`config.mk`:
```
export PLATFORM = sky130hd
export DESIGN_NAME = digitizer_bank_record_parser_core
export DESIGN_NICKNAME = d
export VERILOG_FILES = /design/src/rtl/dbrp_pkg.sv /design/src/rtl/dbrp_in_reg.sv /design/src/rtl/dbrp_parse.sv /design/src/rtl/dbrp_out_buf.sv /design/src/rtl/digitizer_bank_record_parser_core.sv
export VERILOG_INCLUDE_DIRS = /design/src /design/src/rtl
export SDC_FILE = /design/constraint.sdc
export NUM_CORES = 1
export LEC_CHECK = 0
export BUFFER_PORTS_ARGS = -buffer_cell sky130_fd_sc_hd__buf_2
export CAP_MARGIN = 25
export CORE_MARGIN = 4
export CORE_UTILIZATION = 55
export DETAILED_ROUTE_END_ITERATION = 10
export HOLD_SLACK_MARGIN = 0.06
export PLACE_DENSITY = 0.8
export SLEW_MARGIN = 25
export SYNTH_ARGS = -nofsm -noshare
export SYNTH_HDL_FRONTEND = slang
export SYNTH_SLANG_ARGS = --single-unit
```
`constraint.sdc`:
```
create_clock -name clk -period 12.8 [get_ports clk]
set_clock_uncertainty 0.1 [all_clocks]
set_input_delay 3.84 -clock clk [delete_from_list [all_inputs] [get_ports clk]]
set_output_delay 3.84 -clock clk [all_outputs]
set_load 0.01 [all_outputs]
```
`src/rtl/digitizer_bank_record_parser_core_macros.svh`:
```
// Assertion macros for the digitizer bank record parser core.
`ifndef DIGITIZER_BANK_RECORD_PARSER_CORE_MACROS_SVH
`define DIGITIZER_BANK_RECORD_PARSER_CORE_MACROS_SVH

`ifndef SYNTHESIS
`define DBRP_ASSERT_IMP(label, ante, cons) \
	label: assert property (@(posedge clk) disable iff (!arst_n) (ante) |-> (cons)) \
		else $error("dbrp assertion failed");
`define DBRP_ASSERT_NXT(label, ante, cons) \
	label: assert property (@(posedge clk) disable iff (!arst_n) (ante) |=> (cons)) \
		else $error("dbrp assertion failed");
`else
`define DBRP_ASSERT_IMP(label, ante, cons)
`define DBRP_ASSERT_NXT(label, ante, cons)
`endif

`endif

```
`src/rtl/dbrp_pkg.sv`:
```
// Shared types and constants of the digitizer bank record parser.
`default_nettype none
package dbrp_pkg;

	localparam int IN_TDATA_W  = 56;
	localparam int OUT_TDATA_W = 152;

	typedef enum logic [2:0] {
		KIND_STATUS   = 3'd0,
		KIND_HEADER   = 3'd1,
		KIND_SAMPLE   = 3'd2,
		KIND_MISMATCH = 3'd3,
		KIND_BAD_LEN  = 3'd4
	} kind_t;

	typedef struct packed {
		logic [31:0] word;
		logic        first_word;
		logic [23:0] bank_words;
	} item_t;

	typedef struct packed {
		kind_t       kind;
		logic [31:0] error_mask;
		logic [47:0] time_stamp;
		logic [26:0] wave_length;
		logic [3:0]  info_nibble;
		logic [3:0]  trigger_count;
		logic        wrap_flag;
		logic [15:0] sample_first;
		logic [15:0] sample_second;
		logic        last_of_record;
		logic        truncated;
	} res_t;

endpackage
`default_nettype wire

```
`src/rtl/dbrp_in_reg.sv`:
```
// Input register stage: holds one accepted word until the parser takes it.
`default_nettype none
module dbrp_in_reg (
	input  wire logic           clk,
	input  wire logic           arst_n,
	input  wire logic           in_valid,
	output logic                in_ready,
	input  wire dbrp_pkg::item_t in_item,
	input  wire logic           room,
	output logic                step,
	output logic                item_valid,
	output dbrp_pkg::item_t     item
);

	logic            valid_s1;
	dbrp_pkg::item_t item_s1;

	assign step       = valid_s1 && room;
	assign in_ready   = !valid_s1 || step;
	assign item_valid = valid_s1;
	assign item       = item_s1;

	always_ff @(posedge clk or negedge arst_n) begin
		if (!arst_n) begin
			valid_s1 <= 1'b0;
		end else if (in_valid && in_ready) begin
			valid_s1 <= 1'b1;
		end else if (step) begin
			valid_s1 <= 1'b0;
		end
	end

	always_ff @(posedge clk) begin
		if (in_valid && in_ready) begin
			item_s1 <= in_item;
		end
	end

endmodule
`default_nettype wire

```
`src/rtl/dbrp_parse.sv`:
```
// Bank parser: phase tracking, header assembly and result formation per word.
`default_nettype none
module dbrp_parse (
	input  wire logic            clk,
	input  wire logic            arst_n,
	input  wire logic            step,
	input  wire dbrp_pkg::item_t item,
	output logic                 res_valid,
	output dbrp_pkg::res_t       res
);

	typedef enum logic [7:0] {
		PH_IDLE = 8'b0000_0001,
		PH_ERR  = 8'b0000_0010,
		PH_HDR0 = 8'b0000_0100,
		PH_HDR1 = 8'b0000_1000,
		PH_HDR2 = 8'b0001_0000,
		PH_HDR3 = 8'b0010_0000,
		PH_SAMP = 8'b0100_0000,
		PH_SKIP = 8'b1000_0000
	} phase_t;

	phase_t      phase_q, phase_d;
	logic [23:0] word_offset_q, word_offset_d;
	logic [23:0] bank_length_q, bank_length_d;
	logic [31:0] size_word_q, size_word_d;
	logic [31:0] held_word_q, held_word_d;
	logic [47:0] held_time_q, held_time_d;
	logic [25:0] samples_left_q, samples_left_d;

	logic [23:0] wo_next;
	logic        record_ok;
	logic        at_end_pre;
	logic        at_end_post;
	logic        size_ok;
	logic [26:0] len;
	logic [11:0] info;
	logic        bad_len;
	logic        trunc_hdr;
	logic [25:0] left_dec;
	logic        has_res;

	function automatic logic [23:0] two_pieces(input logic [31:0] w);
		return {w[27:16], w[11:0]};
	endfunction

	assign wo_next     = word_offset_q + 24'd1;
	assign record_ok   = ({1'b0, wo_next} + 25'd4) < {1'b0, bank_length_q};
	assign at_end_pre  = word_offset_q >= bank_length_q;
	assign at_end_post = wo_next >= bank_length_q;
	assign size_ok     = size_word_q[31:1] == ({7'd0, bank_length_q} - 31'd2);
	assign len         = {held_word_q[2:0], two_pieces(item.word)};
	assign info        = held_word_q[27:16];
	assign bad_len     = (len < 27'd8) || len[0];
	assign trunc_hdr   = {2'd0, bank_length_q - wo_next} < len[26:1];
	assign left_dec    = (samples_left_q != 26'd0) ? samples_left_q - 26'd1 : 26'd0;

	always_comb begin
		phase_d        = phase_q;
		word_offset_d  = word_offset_q;
		bank_length_d  = bank_length_q;
		size_word_d    = size_word_q;
		held_word_d    = held_word_q;
		held_time_d    = held_time_q;
		samples_left_d = samples_left_q;
		res            = '0;
		has_res        = 1'b0;
		if (item.first_word) begin
			bank_length_d = item.bank_words;
			size_word_d   = item.word;
			word_offset_d = 24'd1;
			phase_d       = (item.bank_words < 24'd4) ? PH_IDLE : PH_ERR;
		end else if (phase_q == PH_IDLE || phase_q == PH_SKIP || at_end_pre) begin
			phase_d = PH_IDLE;
		end else begin
			word_offset_d = wo_next;
			case (phase_q)
				PH_ERR: begin
					res.error_mask = item.word;
					has_res        = 1'b1;
					if (!size_ok) begin
						res.kind = dbrp_pkg::KIND_MISMATCH;
						phase_d  = PH_IDLE;
					end else begin
						res.kind = dbrp_pkg::KIND_STATUS;
						phase_d  = record_ok ? PH_HDR0 : PH_SKIP;
					end
				end
				PH_HDR0: begin
					held_word_d = item.word;
					phase_d     = PH_HDR1;
				end
				PH_HDR1: begin
					held_time_d = {two_pieces(held_word_q), two_pieces(item.word)};
					phase_d     = PH_HDR2;
				end
				PH_HDR2: begin
					held_word_d = item.word;
					phase_d     = PH_HDR3;
				end
				PH_HDR3: begin
					has_res           = 1'b1;
					res.time_stamp    = held_time_q;
					res.wave_length   = len;
					res.info_nibble   = info[3:0];
					res.trigger_count = info[7:4];
					res.wrap_flag     = info[11];
					if (bad_len) begin
						res.kind = dbrp_pkg::KIND_BAD_LEN;
						phase_d  = PH_SKIP;
					end else begin
						res.kind       = dbrp_pkg::KIND_HEADER;
						samples_left_d = len[26:1];
						res.truncated  = trunc_hdr;
						phase_d        = PH_SAMP;
					end
				end
				PH_SAMP: begin
					has_res           = 1'b1;
					res.kind          = dbrp_pkg::KIND_SAMPLE;
					res.sample_first  = item.word[15:0];
					res.sample_second = item.word[31:16];
					samples_left_d    = left_dec;
					if (left_dec == 26'd0) begin
						res.last_of_record = 1'b1;
						phase_d            = record_ok ? PH_HDR0 : PH_SKIP;
					end else begin
						res.truncated = at_end_post;
					end
				end
				default: begin
					phase_d = PH_IDLE;
				end
			endcase
			// close the bank once its last word is in
			if (at_end_post) begin
				phase_d = PH_IDLE;
			end
		end
	end

	assign res_valid = step && has_res;

	always_ff @(posedge clk or negedge arst_n) begin
		if (!arst_n) begin
			phase_q        <= PH_IDLE;
			word_offset_q  <= '0;
			bank_length_q  <= '0;
			size_word_q    <= '0;
			held_word_q    <= '0;
			held_time_q    <= '0;
			samples_left_q <= '0;
		end else if (step) begin
			phase_q        <= phase_d;
			word_offset_q  <= word_offset_d;
			bank_length_q  <= bank_length_d;
			size_word_q    <= size_word_d;
			held_word_q    <= held_word_d;
			held_time_q    <= held_time_d;
			samples_left_q <= samples_left_d;
		end
	end

endmodule
`default_nettype wire

```
`src/rtl/dbrp_out_buf.sv`:
```
// Result register with a skid entry so that upstream ready is registered.
`default_nettype none
module dbrp_out_buf (
	input  wire logic           clk,
	input  wire logic           arst_n,
	input  wire logic           push,
	input  wire dbrp_pkg::res_t push_res,
	output logic                room,
	output logic                out_valid,
	input  wire logic           out_ready,
	output dbrp_pkg::res_t      out_res
);

	logic           main_v_q;
	logic           skid_v_q;
	dbrp_pkg::res_t main_q;
	dbrp_pkg::res_t skid_q;
	logic           drain;

	assign room      = !skid_v_q;
	assign out_valid = main_v_q;
	assign out_res   = main_q;
	assign drain     = !main_v_q || out_ready;

	always_ff @(posedge clk or negedge arst_n) begin
		if (!arst_n) begin
			main_v_q <= 1'b0;
			skid_v_q <= 1'b0;
		end else if (drain) begin
			main_v_q <= skid_v_q || push;
			skid_v_q <= 1'b0;
		end else if (push) begin
			skid_v_q <= 1'b1;
		end
	end

	always_ff @(posedge clk) begin
		if (drain) begin
			main_q <= skid_v_q ? skid_q : push_res;
		end else if (push) begin
			// hold the new word aside while the output stalls
			skid_q <= push_res;
		end
	end

endmodule
`default_nettype wire

```
`src/rtl/digitizer_bank_record_parser_core.sv`:
```
// Top level of the digitizer bank record parser core.
// Takes one 32-bit bank word per cycle while the output is not stalled and gives at most one
// result word per input word: a status or size-mismatch word on bank word 1, a record header
// or bad-length word on the fourth header word of each record, and a sample-pair word for
// each sample word. The core sustains one word per clock while the output is not stalled;
// each word passes the input register and then the result register, or its skid entry,
// around the combinational parse logic.
// A two-entry result buffer keeps the input side ready after the output stalls until its skid entry is full.
// There is no initialization pass after reset.
`default_nettype none
`include "digitizer_bank_record_parser_core_macros.svh"
module digitizer_bank_record_parser_core (
	input  wire logic                               clk,
	input  wire logic                               arst_n,
	input  wire logic                               s_axis_tvalid,
	output logic                                    s_axis_tready,
	// [31:0] word, [55:32] bank_words
	input  wire logic [dbrp_pkg::IN_TDATA_W-1:0]    s_axis_tdata,
	// [0] first_word
	input  wire logic                               s_axis_tuser,
	output logic                                    m_axis_tvalid,
	input  wire logic                               m_axis_tready,
	// [31:0] error_mask, [79:32] time_stamp, [106:80] wave_length, [110:107] info_nibble,
	// [114:111] trigger_count, [115] wrap_flag, [131:116] sample_first,
	// [147:132] sample_second, [148] truncated, [151:149] zero
	output logic [dbrp_pkg::OUT_TDATA_W-1:0]        m_axis_tdata,
	// [2:0] kind
	output logic [2:0]                              m_axis_tuser,
	output logic                                    m_axis_tlast
);

	dbrp_pkg::item_t in_item;
	dbrp_pkg::item_t item;
	dbrp_pkg::res_t  res;
	dbrp_pkg::res_t  out_res;
	logic            room;
	logic            step;
	logic            item_valid;
	logic            res_valid;

	assign in_item.word       = s_axis_tdata[31:0];
	assign in_item.bank_words = s_axis_tdata[55:32];
	assign in_item.first_word = s_axis_tuser;

	dbrp_in_reg u_in_reg (
		.clk        (clk),
		.arst_n     (arst_n),
		.in_valid   (s_axis_tvalid),
		.in_ready   (s_axis_tready),
		.in_item    (in_item),
		.room       (room),
		.step       (step),
		.item_valid (item_valid),
		.item       (item)
	);

	dbrp_parse u_parse (
		.clk       (clk),
		.arst_n    (arst_n),
		.step      (step),
		.item      (item),
		.res_valid (res_valid),
		.res       (res)
	);

	dbrp_out_buf u_out_buf (
		.clk       (clk),
		.arst_n    (arst_n),
		.push      (res_valid),
		.push_res  (res),
		.room      (room),
		.out_valid (m_axis_tvalid),
		.out_ready (m_axis_tready),
		.out_res   (out_res)
	);

	assign m_axis_tdata = {3'd0, out_res.truncated, out_res.sample_second, out_res.sample_first,
		out_res.wrap_flag, out_res.trigger_count, out_res.info_nibble, out_res.wave_length,
		out_res.time_stamp, out_res.error_mask};
	assign m_axis_tuser = out_res.kind;
	assign m_axis_tlast = out_res.last_of_record;

	`DBRP_ASSERT_IMP(a_stall_means_full, !s_axis_tready, item_valid)
	`DBRP_ASSERT_IMP(a_last_is_sample, m_axis_tvalid && m_axis_tlast,
		m_axis_tuser == dbrp_pkg::KIND_SAMPLE && !m_axis_tdata[148])
	`DBRP_ASSERT_IMP(a_status_no_record, m_axis_tvalid &&
		(m_axis_tuser == dbrp_pkg::KIND_STATUS || m_axis_tuser == dbrp_pkg::KIND_MISMATCH),
		m_axis_tdata[151:32] == '0 && !m_axis_tlast)
	`DBRP_ASSERT_NXT(a_full_stalled_holds_ready, item_valid && !room && !m_axis_tready,
		!s_axis_tready)

endmodule
`default_nettype wire

```
==> results of run 1 <==
-- cell usage after synthesis (12+ instances only) --
| cell type | n | share of area [%] |
|---|---|---|
| edfxtp_1 | 363 | 41 |
| mux2_2 | 235 | 9.9 |
| dfrtp_1 | 187 | 17 |
| nand2_1 | 136 | 1.9 |
| nor2_1 | 110 | 1.5 |
| o21ai_0 | 109 | 2.0 |
| ha_1 | 99 | 4.6 |
| nor3_1 | 94 | 1.8 |
| and2_1 | 87 | 2.0 |
| inv_1 | 73 | 1.0 |
| a21oi_1 | 68 | 1.3 |
| clkbuf_1 | 68 | 0.95 |
| xnor2_1 | 51 | 1.7 |
| xor2_1 | 45 | 1.5 |
| o31ai_1 | 37 | 1.0 |
| nand3_1 | 29 | 0.54 |
| a21o_1 | 27 | 0.76 |
| nor4_1 | 27 | 0.63 |
| nand4_1 | 21 | 0.49 |
| and3_1 | 15 | 0.35 |
| buf_2 | 15 | 0.28 |
| nor2b_1 | 15 | 0.35 |
| a31oi_1 | 14 | 0.33 |
| nand2b_1 | 12 | 0.28 |
-- area by class of cell --
cell class | instances | area [sq um] | area share, %
Clock buffer | 75 | 1510 | 4.99
Timing Repair Buffer | 236 | 1320 | 4.34
Inverter | 74 | 278 | 0.915
Tap cell | 615 | 769 | 2.54
Clock inverter | 27 | 327 | 1.08
Multi-Input combinational cell | 1415 | 10500 | 34.7
Sequential cell | 551 | 15600 | 51.4
-- sequential cells by signal, indices dropped and copies added (netlist names), 8 cells and up --
name and count:
u_parse.word_offset_q 24, u_parse.samples_left_q 26, u_parse.held_word_q 24, u_parse.bank_length_q 24, u_parse.size_word_q 31, u_out_buf.out_res 153
u_parse.phase_q 8, u_out_buf.skid_q 153, u_in_reg.item 57, u_parse.held_time_q 48
-- logic make-up after synthesis --
group / Yosys count / share of synthesized area [%]
other: 1 / 0.0140
AO/OA/AOI/OAI: 358 / 8.77
adder cells (fa/ha/maj): 101 / 4.74
XOR/XNOR: 97 / 3.20
flip-flops: 551 / 58.3
multiplexers: 239 / 10.0
AND/OR/NAND/NOR: 617 / 12.4
buffers and inverters: 172 / 2.57
-- routing by layer --
metal / track usage [%] / part of all wire, % / up-vias
met5: 0 / 0 / -
met4: 10.1 / 3.8 / 0
met3: 2.99 / 6.6 / 134
met2: 42.1 / 48 / 751
met1: 35.2 / 42 / 9025
li1: - / - / 8364
-- final timing paths --
path | start | to | slack (ps)
worst min register to register | u_in_reg.item[1] | u_parse.bank_length_q[1] | 380
max in group asynchronous | arst_n | u_out_buf.skid_v_q | 8240
worst max register to register | u_parse.word_offset_q[0] | u_out_buf.out_res[0] | 6570
worst min-delay path | u_in_reg.item[1] | u_parse.bank_length_q[1] | 380
worst max-delay path | u_out_buf.skid_v_q | s_axis_tready | 6530
min in group asynchronous | arst_n | u_parse.bank_length_q[23] | 3130
-- stage by stage --
stage,hold slack (ps),cell area (sq um),cells
finish,384,30300,2993
global route,402,30300,2993
global placement,368,28400,2888
detailed placement,373,28400,2888
floorplan,355,26800,2138
CTS,386,30200,2990
-- power by group --
group          switching (mW)  internal [mW]
Sequential             0.0868           1.97
Clock                   0.681          0.953
Combinational           0.316          0.214
Total                    1.08           3.14
-- worst max-delay path: cells and delay by family (launching register included) --
kind                   cells  cell delay, ps
AND/OR/NAND/NOR            1             330
buffers and inverters      1             250
flip-flops                 1            1130
==> run metrics, run 1 <==
I/O Pins 219; Worst Slack Setup Final 6530 ps; Register-to-Register Path Depth 23; Synth Instances 2136; Worst Setup Start Kind register; CTS Sinks about 550; post-synthesis sequential area ratio ~60%; CORE AREA 47900 sq um; mapped cell area 26800 sq um; Post-synth EDFFs approximately 360; Pleak 12.7 nW; Critical Path Fanout Max 89; slowest cell on the critical path dfrtp_4; post-cts gate resize count 0; largest net degree at the start of global routing 113; max-capacitance violation count 0; Layout fillers 3496; Starting DRT DRC Count approximately 1800; clock latency on the worst-skew pair roughly 600 ps; grt total ovfl 0; CTS Hold Buffers Added 0; commonest non-fill, non-tap cell in the layout edfxtp_1; commonest non-fill, non-tap cells in the layout edfxtp_1 (363), mux2_2 (235), buf_2 (214); Port Buffers ~220; fin nets 2493; initial antenna violation count 0; CTS tree yes; max-slew violation count 0; WHS Path Cells 1; first-pass GRT wire length 105 mm; total wire length 68.2 mm; crit path cell chain nand2_1 -> buf_2; final hold vios 0; DP Wirelength ~47 mm; Area Growth Syn to Fin 13.3%; Num CTS Buffers 54; Fin Setup TNS 0 ps; critical path capture point type output port; Ant. Diodes 0; vias in the first global route about 18000; DR WL/cell 22.8 um; setup repair bufs after CTS 0; Final ANT Viol Nets 0; dpl ws 5610 ps; DRC Markers 0; CP required a little under 9000 ps; Die Area between 50000 and 60000 sq um; Pwr per Cell Area around 140 nW/um^2; Fmax 0.159 GHz; main flop type after synthesis edfxtp_1; RSZ-0062 raised after global routing no; worst path arrival time 2330 ps; Slew HR 29.2%; H-tree depth 2; Clock transition at path regs 60 ps; CTS Root Cell clkbuf_16; Worst VDD drop 0.000101 V; synth warn 0; Die Span Y 229 um; critical path class reg -> out; Critical Path Max Stage Delay approximately 1100 ps; Final period util 49.0%; # rows 80; Hold Path Class reg -> reg; Syn Area/Cell approximately 13 sq um; fraction of layout cells with a size suffix above 1 25.0%; Setup violations, final 0; vias per cell 6.11; Worst-Margin Slew 1060 ps; Design Power 4.22 mW; status finished, final reports clean; Initial Util a little under three fifths; synth unique cells 93; clock period minus worst slack around 6300 ps; routed via count 18300; Total GRT Usage around a quarter; synthesis-stage register bit count 551; Pre-antenna DRT Iters 6; final core occ between 60% and 70%; Post-synth ARST share 34.1%; DIE WIDTH 229 um; clock buffer depth 3; global placer's final weighted congestion 0.952
No activity file was read; power rests on OpenSTA's default activity.
==> inputs of run 2 (changes only) <==
--- a/config.mk
+++ b/config.mk
@@ -12,7 +12,7 @@
 export CORE_UTILIZATION = 55
 export DETAILED_ROUTE_END_ITERATION = 10
 export HOLD_SLACK_MARGIN = 0.06
-export PLACE_DENSITY = 0.8
+export PLACE_DENSITY = 0.77
 export SLEW_MARGIN = 25
 export SYNTH_ARGS = -nofsm -noshare
 export SYNTH_HDL_FRONTEND = slang
==> constraint.sdc (replaced) <==
create_clock -name clk -period 6.4 [get_ports clk]
set_clock_uncertainty 0.1 [all_clocks]
set_input_delay 1.92 -clock clk [delete_from_list [all_inputs] [get_ports clk]]
set_output_delay 1.92 -clock clk [all_outputs]
set_load 0.01 [all_outputs]
==> run metrics, run 2 (synthesized netlist as in run 1, its figures left out) <==
worst path arrival time 6230 ps (was 2330 ps); Worst Path Buf+Inv 0 (was 1); DR WL/cell 23.6 um (was 22.8 um); max-slew violation count 0 (unchanged); dpl ws 400 ps (was 5610 ps); Pwr per Cell Area 289 nW/um^2 (was 139 nW/um^2); Critical Path Fanout Max 10 (was 89); Clock transition at path regs 60 ps (about the same); CTS Hold Buffers Added 0 (unchanged); CTS tree yes (unchanged); Total GRT Usage 26.6% (was 25.6%); Initial Util 55.9% (unchanged); I/O Pins 219 (unchanged); initial antenna violation count 2 (was 0); most frequent CP cell a21o_1; max-capacitance violation count 0 (unchanged); crit path cell chain ha_1 -> nand2_1 -> nor4_4 -> nand2_1 -> xor2_1 -> ha_1 -> a21o_1 -> a21o_1 -> a21o_1 -> a21o_1 -> a21oi_1 -> a31oi_1 -> nand4b_1 -> o211ai_1 -> ha_1 -> nand3_1 -> nor2_1 -> nand3_1 -> or4_1 -> a31oi_1 -> nor4_1 -> a31o_2 -> mux2_2 (was nand2_1 -> buf_2); fraction of layout cells with a size suffix above 1 25.6% (was 25.0%); commonest non-fill, non-tap cells in the layout edfxtp_1 (363), mux2_2 (235), buf_2 (214) (unchanged); critical path class reg -> reg (was reg -> out); Final ANT Viol Nets 0 (unchanged); vias in the first global route 18400 (was 18100); Worst Setup Start Kind register (unchanged); CORE AREA 47900 sq um (unchanged); fin cells 3003 (was 2993); Post-DP Area 28500 sq um (was 28400 sq um); Ant. Diodes 0 (unchanged); CTS Root Cell clkbuf_16 (unchanged); H-tree depth 2 (unchanged); critical path capture point type register (was output port); vias per cell 6.15 (was 6.11); Critical Path Max Stage Delay 530 ps (was 1130 ps); clock latency on the worst-skew pair 630 ps (was 600 ps); Die Span Y 229 um (unchanged); fin nets 2500 (was 2493); status finished, final reports clean (unchanged); RSZ-0062 raised after global routing no (unchanged); largest net degree at the start of global routing 94 (was 113); hold slack 392 ps (was 384 ps); setup repair bufs after CTS 0 (unchanged); DIE WIDTH 229 um (unchanged); Final period util 93.2%; clock period minus worst slack just under 6000 ps; grt total ovfl 0 (unchanged); commonest non-fill, non-tap cell in the layout edfxtp_1 (unchanged); final hold vios 0 (unchanged); post-route design area 30600 sq um (was 30300 sq um); placed insts 2895 (was 2888); Area Growth Syn to Fin 14.3% (was 13.3%); Starting DRT DRC Count 1989 (was 1756); Hold Path Class reg -> reg (unchanged); Pre-antenna DRT Iters 6 (unchanged); Die Area 52300 sq um (unchanged); Fmax 0.168 GHz; Fin Setup TNS 0 ps (unchanged); Port Buffers 215 (unchanged); DP Wirelength 48.7 mm (was 47.1 mm); Setup violations, final 0 (unchanged); CTS Sinks 551 (unchanged); Slew HR 29.4% (was 29.2%); global placer's final weighted congestion 0.986 (was 0.952); Design Power 8.84 mW (was 4.22 mW); total wire length 70.9 mm (was 68.2 mm); Worst-Margin Slew 1050 ps (was 1060 ps); Num CTS Buffers 57 (was 54); first-pass GRT wire length 109 mm (was 105 mm); # rows 80 (unchanged); Pleak 12.8 nW (was 12.7 nW); Worst Slack Setup Final 438 ps (was 6530 ps); slowest cell on the critical path dfrtp_1 (was dfrtp_4); family with the most delay on the worst path simple AND/OR/NAND/NOR gates (was flip-flops); Worst VDD drop 0.000202 V (was 0.000101 V); CP required 6670 ps (was 8860 ps); routed via count 18500 (was 18300); DRC Markers 0 (unchanged); clock buffer depth 3 (unchanged); final core occ 63.8% (was 63.3%)
-- run 2: final timing paths --
kind                                          start                        end  slack, ps  cells after the start
setup / recovery           u_parse.word_offset_q[0]       u_out_buf.out_res[0]        440                     23
hold / removal                     u_in_reg.item[1]   u_parse.bank_length_q[1]        390                      1
setup reg to reg           u_parse.word_offset_q[0]       u_out_buf.out_res[0]        440                     23
hold reg to reg                    u_in_reg.item[1]   u_parse.bank_length_q[1]        390                      1
max in group asynchronous                    arst_n    u_parse.held_time_q[47]       3680                      2
min in group asynchronous                    arst_n  u_parse.bank_length_q[22]       1270                      1
-- run 2: final cells by class --
type                       instances  area, sq um
fill                            3479        17300
sequential                       551        15600
multi-input combinational       1415        10500
clock buffer                      75         1630
timing repair buffer             240         1300
tap                              615          769
clock inverter                    33          488
inverter                          74          278
-- run 2: timing repair --
item | CTS | global route
endpoints found under the setup margin | 0 | 1
hold endpoints to repair | 0 | 0
gates resized for setup | 0 | 1
-- run 2: routing by layer --
metal | part of all wire (%) | vias up | routed length [um] | global-route usage (%)
met5 | 0.018 | - | 13 | 0
met4 | 4.2 | 2 | 2950 | 10.8
met1 | 41 | 9213 | 29100 | 35.3
met2 | 48 | 735 | 34000 | 44.0
li1 | - | 8359 | - | -
met3 | 6.9 | 156 | 4880 | 4.45
-- run 2: report_power, final --
| part | internal, mW | switching (mW) | leakage (nW) |
|---|---|---|---|
| Clock | 2.21 | 1.44 | 1.03 |
| Sequential | 3.94 | 0.178 | 6.01 |
| Combinational | 0.424 | 0.639 | 5.79 |
==> inputs of run 3 (changes only) <==
--- a/config.mk
+++ b/config.mk
@@ -11,6 +11,7 @@
 export CORE_MARGIN = 4
 export CORE_UTILIZATION = 55
 export DETAILED_ROUTE_END_ITERATION = 10
+export GPL_TIMING_DRIVEN = 0
 export HOLD_SLACK_MARGIN = 0.06
 export PLACE_DENSITY = 0.77
 export SLEW_MARGIN = 25
==> run metrics, run 3 (synthesized netlist as in run 1, its figures left out) <==
Starting DRT DRC Count 1733 (was 1989); Worst Path Buf+Inv 1 (was 0); Slew HR 27.7% (was 29.4%); Ant. Diodes 0 (unchanged); Comb pwr share 12.9% (was 12.0%); Critical Path Max Stage Delay 580 ps (was 530 ps); CORE AREA 47900 sq um (unchanged); P_sw 2.22 mW (was 2.26 mW); DIE WIDTH 229 um (unchanged); vias in the first global route 18500 (was 18400); Cell Int Power 6.14 mW (was 6.58 mW); CTS Root Cell clkbuf_16 (unchanged); Hold Path Class reg -> reg (unchanged); first-pass GRT wire length 112 mm (was 109 mm); fraction of layout cells with a size suffix above 1 24.7% (was 25.6%); DP Wirelength 54.2 mm (was 48.7 mm); grt total ovfl 0 (unchanged); Num CTS Buffers 55 (was 57); fin nets 2583 (was 2500); Pre-antenna DRT Iters 6 (unchanged); critical path capture point type register (unchanged); switch share 26.6% (was 25.6%); Fmax 0.161 GHz (was 0.168 GHz); Critical Path Fanout Max 8 (was 10); Worst VDD drop 0.000209 V (was 0.000202 V); H-tree depth 2 (unchanged); Total GRT Usage 27.6% (was 26.6%); commonest non-fill, non-tap cells in the layout edfxtp_1 (363), mux2_2 (235), buf_2 (229) (was edfxtp_1 (363), mux2_2 (235), buf_2 (214)); global placer's final weighted congestion 0.928 (was 0.986); Final ANT Viol Nets 0 (unchanged); Clock transition at path regs 70 ps (was 60 ps); Area Growth Syn to Fin 15.1% (was 14.3%); # rows 80 (unchanged); total wire length 73.8 mm (was 70.9 mm); family with the most delay on the worst path simple AND/OR/NAND/NOR gates (unchanged); Flop pwr share 49.1% (was 46.6%); CP required 6680 ps (was 6670 ps); max-capacitance violation count 0 (unchanged); met3 wire length 5.10 mm (was 4.88 mm); met1 WL 30.0 mm (was 29.1 mm); largest net degree at the start of global routing 81 (was 94); Port Buffers 215 (unchanged); initial antenna violation count 1 (was 2); clock buffer depth 3 (unchanged); Worst-Margin Slew 1080 ps (was 1050 ps); critical path class reg -> reg (unchanged); Final period util 96.9% (was 93.2%); top routing layer in use met5 (unchanged); CTS tree yes (unchanged); Worst Setup Start Kind register (unchanged); commonest non-fill, non-tap cell in the layout edfxtp_1 (unchanged); DR WL/cell 23.9 um (was 23.6 um); final core occ 64.3% (was 63.8%); most frequent CP cell nand3_1 (was a21o_1); met2 WL 35.2 mm (was 34.0 mm); routed via count 18700 (was 18500); vias per cell 6.08 (was 6.15); status finished, final reports clean (unchanged); Clk network pwr share 37.9% (was 41.3%); Layout fillers 3561 (was 3479); slowest cell on the critical path or4_1 (was dfrtp_1); DRC Markers 0 (unchanged); crit path cell chain buf_2 -> nand3_1 -> nor4_4 -> nand3_1 -> xor2_2 -> ha_1 -> and3_1 -> nand2_1 -> nor2_1 -> and3_1 -> nor2_1 -> a31oi_1 -> nand4b_1 -> o211ai_1 -> ha_1 -> nand3_1 -> nor2_1 -> nand3_1 -> or4_1 -> a31oi_1 -> nor4_1 -> a31o_2 -> mux2_2 (was ha_1 -> nand2_1 -> nor4_4 -> nand2_1 -> xor2_1 -> ha_1 -> a21o_1 -> a21o_1 -> a21o_1 -> a21o_1 -> a21oi_1 -> a31oi_1 -> nand4b_1 -> o211ai_1 -> ha_1 -> nand3_1 -> nor2_1 -> nand3_1 -> or4_1 -> a31oi_1 -> nor4_1 -> a31o_2 -> mux2_2); max-slew violation count 0 (unchanged); I/O Pins 219 (unchanged); final hold vios 0 (unchanged); Fin Setup TNS 0 ps (unchanged); clock period minus worst slack 6200 ps (was 5960 ps); worst path arrival time 6480 ps (was 6230 ps); Initial Util 55.9% (unchanged); Die Span Y 229 um (unchanged); CTS Sinks 551 (unchanged); Setup violations, final 0 (unchanged); Pwr per Cell Area 271 nW/um^2 (was 289 nW/um^2); Die Area 52300 sq um (unchanged); clock latency on the worst-skew pair 630 ps (about the same); Pleak 12.9 nW (was 12.8 nW)
## run 3: changes by cell type in the layout (fill, tap and decap cells not counted), sizes merged
cell,before,now
clkbuf,76,138
buf,239,257
clkinv,15,24
bufinv,10,3
clkinvlp,5,2
inv,77,79
## run 3: area by class of cell
type	count	area [sq um]	area share, %
Sequential cell	551	15600	50.6
Multi-Input combinational cell	1415	10600	34.4
Clock buffer	70	1460	4.74
Timing Repair Buffer	227	1390	4.52
Tap cell	615	769	2.50
Buffer	98	409	1.33
Clock inverter	34	314	1.02
Inverter	74	278	0.901
## run 3: timing repair
action | in CTS | in global routing
setup buffers | 0 | 0
resized for setup | 0 | 11
hold buffers | 0 | 0
setup endpoints to repair | 0 | 2
## run 3: worst paths after layout
path                                          start                   endpoint  slack [ps]  depth (start not counted)
setup reg to reg           u_parse.word_offset_q[0]       u_out_buf.out_res[0]         200                         23
max in group asynchronous                    arst_n    u_parse.held_time_q[46]        3980                          3
setup / recovery           u_parse.word_offset_q[0]       u_out_buf.out_res[0]         200                         23
hold reg to reg                    u_in_reg.item[0]   u_parse.bank_length_q[0]         390                          1
min in group asynchronous                    arst_n  u_parse.word_offset_q[20]        1110                          1
hold / removal                     u_in_reg.item[0]   u_parse.bank_length_q[0]         390                          1
## run 3: power by group through the flow
stage | Sequential (mW) | Combinational, mW | Clock [mW]
global placement | 4.18 | 1.01 | 0
global route | 4.12 | 1.19 | 3.38
detailed placement | 4.17 | 1.06 | 0
finish | 4.11 | 1.08 | 3.17
CTS | 4.11 | 1.07 | 3.23
floorplan | 4.14 | 0.691 | 0
## run 3: metrics by stage
step	setup WS [ps]	hold WS (ps)	instance area [sq um]	total power [mW]	instances
after floorplan	-3880	355	26800	4.83	2138
after global routing	-2.98	406	30800	8.69	3084
after detailed placement	79.4	383	29000	5.24	2980
after CTS	49.5	396	30800	8.41	3084
final	201	392	30800	8.36	3084
after global placement	-7310	376	28600	5.19	2968
## run 3: layer usage
metal,up-vias,GRT usage (%)
met4,2,11.5
li1,8553,-
met3,175,4.06
met1,9224,36.9
met5,-,0
met2,792,45.6
